**src/hdl/cvcc_pkg.sv**
```systemverilog
`timescale 1ns / 1ps
`default_nettype none
// ----------------------------------------------------------------------------
// CV/CC duty controller package
// Widths, fixed constants, register indexes and shared types of the
// constant-voltage / constant-current PI duty controller.
// ----------------------------------------------------------------------------
package cvcc_pkg;

  localparam int CODE_W      = 16;
  localparam int SCALE_W     = 16;
  localparam int GAIN_W      = 24;
  localparam int SETV_W      = 15;
  localparam int SETI_W      = 13;
  localparam int CFG_DATA_W  = 24;
  localparam int CFG_IDX_W   = 3;
  localparam int DUTY_W      = 11;
  localparam int MAG_W       = 18;
  localparam int ERR_W       = 20;
  localparam int INTEG_W     = 15;
  localparam int ACC_W       = 21;
  localparam int PROD_W      = 45;
  localparam int SUM_W       = 46;
  localparam int TERM_W      = 22;
  localparam int DSUM_W      = 23;

  localparam int SCALE_SHIFT = 14;
  localparam int GAIN_SHIFT  = 24;
  localparam int GAIN_BIAS   = (1 << GAIN_SHIFT) - 1;
  localparam int HYST_MA     = 50;
  localparam int INTEG_LIMIT = 10000;
  localparam int DUTY_RESET  = 300;

  localparam int RST_SET_VOLTAGE = 1200;
  localparam int RST_SET_CURRENT = 150;
  localparam int RST_V_SCALE     = 4869;
  localparam int RST_I_SCALE     = 3052;
  localparam int RST_KP_VOLTAGE  = 14260;
  localparam int RST_KI_VOLTAGE  = 1342;
  localparam int RST_KP_CURRENT  = 335544;

  localparam logic [CFG_IDX_W-1:0] CFG_SET_VOLTAGE = 3'd0;
  localparam logic [CFG_IDX_W-1:0] CFG_SET_CURRENT = 3'd1;
  localparam logic [CFG_IDX_W-1:0] CFG_V_SCALE     = 3'd2;
  localparam logic [CFG_IDX_W-1:0] CFG_I_SCALE     = 3'd3;
  localparam logic [CFG_IDX_W-1:0] CFG_KP_VOLTAGE  = 3'd4;
  localparam logic [CFG_IDX_W-1:0] CFG_KI_VOLTAGE  = 3'd5;
  localparam logic [CFG_IDX_W-1:0] CFG_KP_CURRENT  = 3'd6;

  typedef logic        [MAG_W-1:0]   mag_t;
  typedef logic signed [ERR_W-1:0]   err_t;
  typedef logic signed [INTEG_W-1:0] integ_t;
  typedef logic signed [ACC_W-1:0]   acc_t;
  typedef logic signed [PROD_W-1:0]  prod_t;
  typedef logic signed [SUM_W-1:0]   sum_t;
  typedef logic signed [TERM_W-1:0]  term_t;
  typedef logic signed [DSUM_W-1:0]  dsum_t;

endpackage
`default_nettype wire

```
**src/hdl/cvcc_mul.sv**
```systemverilog
`timescale 1ns / 1ps
`default_nettype none
// ----------------------------------------------------------------------------
// CV/CC shared multiplier
// Registered multiplier of an unsigned gain or scale by a signed operand,
// shared by every product of one control tick.
// ----------------------------------------------------------------------------
module cvcc_mul
  import cvcc_pkg::*;
(
  input  wire logic              clk,
  input  wire logic [GAIN_W-1:0] a,
  input  wire err_t              b,
  output prod_t                  p_r
);

  logic signed [GAIN_W:0] a_s;
  prod_t                  a_x;
  prod_t                  b_x;
  prod_t                  p_nxt;

  assign a_s   = $signed({1'b0, a});
  assign a_x   = prod_t'(a_s);
  assign b_x   = prod_t'(b);
  assign p_nxt = a_x * b_x;

  always_ff @(posedge clk) begin
    p_r <= p_nxt;
  end

endmodule
`default_nettype wire

```
**config.mk**
```make
export PLATFORM = sky130hd
export DESIGN_NAME = cvcc_mul
export DESIGN_NICKNAME = d
export VERILOG_FILES = /design/src/hdl/cvcc_pkg.sv /design/src/hdl/cvcc_mul.sv
export SDC_FILE = /design/constraint.sdc
export NUM_CORES = 1
export LEC_CHECK = 0
export BUFFER_PORTS_ARGS = -buffer_cell sky130_fd_sc_hd__buf_2
export CORE_MARGIN = 2
export CORE_UTILIZATION = 52
export DETAILED_ROUTE_END_ITERATION = 6
export PLACE_DENSITY = 0.77
export SLEW_MARGIN = 0
export SYNTH_ARGS = -nofsm -noshare
export SYNTH_HDL_FRONTEND = slang
export SYNTH_SLANG_ARGS = --single-unit
export TNS_END_PERCENT = 10
```
**constraint.sdc**
```tcl
create_clock -name clk -period 15.35 [get_ports clk]
set_input_delay 0.7675 -clock clk [delete_from_list [all_inputs] [get_ports clk]]
set_output_delay 0.7675 -clock clk [all_outputs]
set_load 0.02 [all_outputs]
```
After elaboration in Yosys (flattened, before gate mapping)

Cells that the tools add are included.

Word-level logic and storage cells: 2
Bits in latches: 0
Input bits: 45
Register bits after elaboration: 45
Memory bits (writable): 0
Bits in read-only memories: 0
Memories: 0

Equal/unequal tests: 0
Divide/modulo/power cells: 0
Multipliers: 1
$lt $le $gt $ge: 0
Add/sub/neg operators: 0
Bitwise logic cells: 0
Muxes and demuxes: 0
Reduce and logical (&&, ||, !) cells: 0
Shifts and indexed selects: 0

Operators by type and width:

| cell             | count |
|---|---|
| $mul A25 B20 Y45 | 1 |

Logic depth before layout (Yosys ltp)

Depth in word-level cells: 1
Gate-level depth with buffers: 26
Depth with buffers taken out: 24

Worst setup path after synthesis

No wires, ideal clock.

Path kind: input port to flip-flop
Start: input port b[3]
End: register p_r[29]
Data required time: 15.262 ns
Stages: 25
Path buffers: 2
Arrival: 6.497 ns
Slack: 8.764 ns
Library setup time: 0.088 ns
Path through: clkbuf_1 -> and2_1 -> fa_1 -> fa_1 -> inv_1 -> fa_1 -> inv_1 -> fa_1 -> inv_1 -> fa_1 -> inv_1 -> fa_1 -> inv_1 -> fa_1 -> inv_1 -> ha_1 -> buf_2 -> nand4_2 -> o21a_1 -> o21ai_1 -> nor2_1 -> o21a_1 -> o31a_1 -> o2111a_1 -> a311oi_2

Word-level cells in the longest chain between the ends: 1

RTL lines:

| element                | line           | RTL |
|---|---|---|
| start: declaration     | cvcc_mul.sv:13 | `input wire err_t b,` |
| $mul A25 B20 Y45       | cvcc_mul.sv:25 | `assign p_nxt = a_x * b_x;` |
| net p_nxt[29]          | cvcc_mul.sv:20 | `prod_t p_nxt;` |
| end signal: assignment | cvcc_mul.sv:28 | `p_r <= p_nxt;` |
| end: declaration       | cvcc_mul.sv:14 | `output prod_t p_r` |

The timed path passes the listed nets, and every way through them passes these cells.

Final worst setup path

Start: input port b[3]
End: register p_r[44]

The elaborated chain is that of the path after synthesis.

==> flow_metrics.env <==
export IMPL_outcome="complete, no violations"
export IMPL_largest_reg_flops=45
export IMPL_synth_edff_count=0
export IMPL_worstPathMaxFanout=24
export IMPL_place_gp_congestion=0.924
export IMPL_finalCritPeriodShare=0.452
export IMPL_vias=12800
export IMPL_ctsResizeCount=0
export IMPL_ys_ff_latch=45
export IMPL_area_growth_pct=4.44
export IMPL_synthCells=1932
export IMPL_cp_required_ns=15.52
export IMPL_regMostFlops="p_r"
export IMPL_overflow=0
export IMPL_hold_buffers=0
export IMPL_min_path_type="input port to flip-flop"
export IMPL_vias_per_cell=5.40
export IMPL_min_period_ns=6.94
export IMPL_n_fill_cell=2899
export IMPL_grt_util_all_layers=0.254
export IMPL_synthTopCellsByArea="fa_1, ha_1, inv_1, and2_1, nand2_1"
export IMPL_core_area_um2=32700
export IMPL_drc=0
export IMPL_netlist_area_um2=17400
export IMPL_drt_met1_wl_um=15300
export IMPL_hold_end="p_r[0]"
export IMPL_post_cts_buffers=0
export IMPL_grt_pass1_wl_um=70700
export IMPL_startpoint_type="input port"
export IMPL_reg_top3="p_r x45"
export IMPL_synth_top_cell_area_share=0.453
export IMPL_hold_depth=2
export IMPL_h_tree_depth=2
export IMPL_clockBufferDepth=2
export IMPL_crit_type="input port to flip-flop"
export IMPL_cts_root_buffer="clkbuf_16"
export IMPL_setup_viol=0
export IMPL_drive_gt1_frac=0.0560
export IMPL_dieHeight_um=187
export IMPL_hpwlAfterDp_um=34700
export IMPL_critPathCaptureType="flip-flop"
export IMPL_finalNetCount=2549
export IMPL_io_pins=90
export IMPL_slew_headroom=0.579
export IMPL_fin_hold_ws_ns=0.982
export IMPL_synth_warnings=0
export IMPL_wl_met3_um=2430
export IMPL_maxCapViolations=0
export IMPL_ys_async_sr_fraction=0
export IMPL_synth_top_area_cell="fa_1"
export IMPL_max_freq_mhz=144
export IMPL_grt_max_degree=25
export IMPL_grt_antenna_before_repair=0
export IMPL_hold_start="a[0]"
export IMPL_tns_ns=0
export IMPL_clkTransAtPathRegs_ns=0.06
export IMPL_die_area_um2=34900
export IMPL_antenna_cells=0
export IMPL_wl_per_cell_um=17.9
export IMPL_synth_nets=2551
export IMPL_io_buffers=89
export IMPL_first_iter_violations=726
export IMPL_maxSlewViolCount=0
export IMPL_rsz0062_at_grt="false"
export IMPL_detail_route_first_pass_iterations=5
export IMPL_startpoint="b[3]"
export IMPL_tightest_slew_ns=0.631
export IMPL_hold_violations=0
export IMPL_syn_area_per_cell_um2=8.98
export IMPL_synth_top_flop_cell="dfxtp_1"
export IMPL_std_cell_rows=66
export IMPL_ys_seq_area_frac=0.0519
export IMPL_wl_met2_um=22400
export IMPL_yosysUniqueCellTypes=53
export IMPL_cts_tree="yes"
export IMPL_cts_num_sinks=45
export IMPL_ant_nets=0
export IMPL_grt_pass1_vias=14200
export IMPL_drt_total_wl_um=42400
export IMPL_cts_buffers=5
export IMPL_start_util=0.531
export IMPL_top_layer_used="met4"
export IMPL_arrival_ns=7.11
export IMPL_die_x_um=187
## Yosys cell counts, drive strengths merged, types with 18 or more instances
| master | count |
|---|---|
| a21o | 18 |
| a21oi | 46 |
| and2 | 256 |
| clkbuf | 91 |
| dfxtp | 45 |
| fa | 393 |
| ha | 181 |
| inv | 456 |
| nand2 | 244 |
| nand2b | 19 |
| nor2 | 30 |
| o21ai | 27 |
| xnor2 | 27 |
## final cells by class
cell class                      count  area, um^2  area share
Inverter                          456        1710      0.0944
Clock buffer                        6         139     0.00766
Clock inverter                      1        7.51    0.000414
Multi-Input combinational cell   1333       14400       0.793
Timing Repair Buffer               89         445      0.0246
Sequential cell                    45         901      0.0497
Tap cell                          442         553      0.0305
## critical path: stages
cell and delay (ns):
buf_2 0.35, and2_1 0.22, fa_1 0.45, fa_1 0.51
inv_1 0.05, fa_1 0.47, inv_1 0.05, fa_1 0.50
inv_1 0.06, fa_1 0.53, inv_1 0.05, fa_1 0.48
inv_1 0.06, fa_1 0.48, inv_1 0.05, ha_1 0.40
nand4_1 0.15, nor3_1 0.18, o21ai_1 0.15, a2111o_1 0.44
a21oi_2 0.23, a41o_1 0.24, o21ai_1 0.10, xnor2_1 0.13
## how the worst max path moves through the flow
stage	to	slack, ns	cells past startpoint
after floorplan	p_r[29]	8.76	25
after global placement	p_r[44]	8.20	24
after detailed placement	p_r[44]	8.14	24
after CTS	p_r[44]	8.43	24
after global routing	p_r[43]	8.08	22
final	p_r[44]	8.41	24
## cell usage in the layout, fill, tap and decap left out, types with 8 or more instances in the layout
cell type,count
ha_1,181
fa_1,393
a21oi_1,44
o21ai_0,22
a21o_1,18
nand2b_1,19
dfxtp_1,45
and2_1,256
xor2_1,13
buf_2,89
inv_1,455
nor2_1,30
o21bai_1,10
xnor2_1,27
nand3_1,8
nand2_1,244
## cell families after synthesis
family	after synthesis	synth area share
mux	1	0.000577
simple gates	581	0.169
buf+inv	554	0.120
flops	45	0.0519
fa+ha+maj	574	0.584
compound gates	137	0.0541
xor+xnor	40	0.0202
## through the flow
step	setup WS [ns]	std cells	area (um^2)	utilization
2_1_floorplan	8.76	1932	17400	-
6_report	8.41	2372	18100	0.554
5_1_grt	8.08	2372	18100	0.554
4_1_cts	8.43	2372	18100	0.554
3_3_place_gp	8.20	2365	18000	0.550
3_5_place_dp	8.14	2365	18000	0.550
## layer usage
layer | up-vias | track usage
met3 | 142 | 0.0367
met1 | 6567 | 0.299
met5 | - | 0
met2 | 427 | 0.454
met4 | 0 | 0.126
li1 | 5662 | -
Power is left out: the tool's default activity adds up to more than one toggle a clock period on the data nets, which glitch-free logic cannot reach.
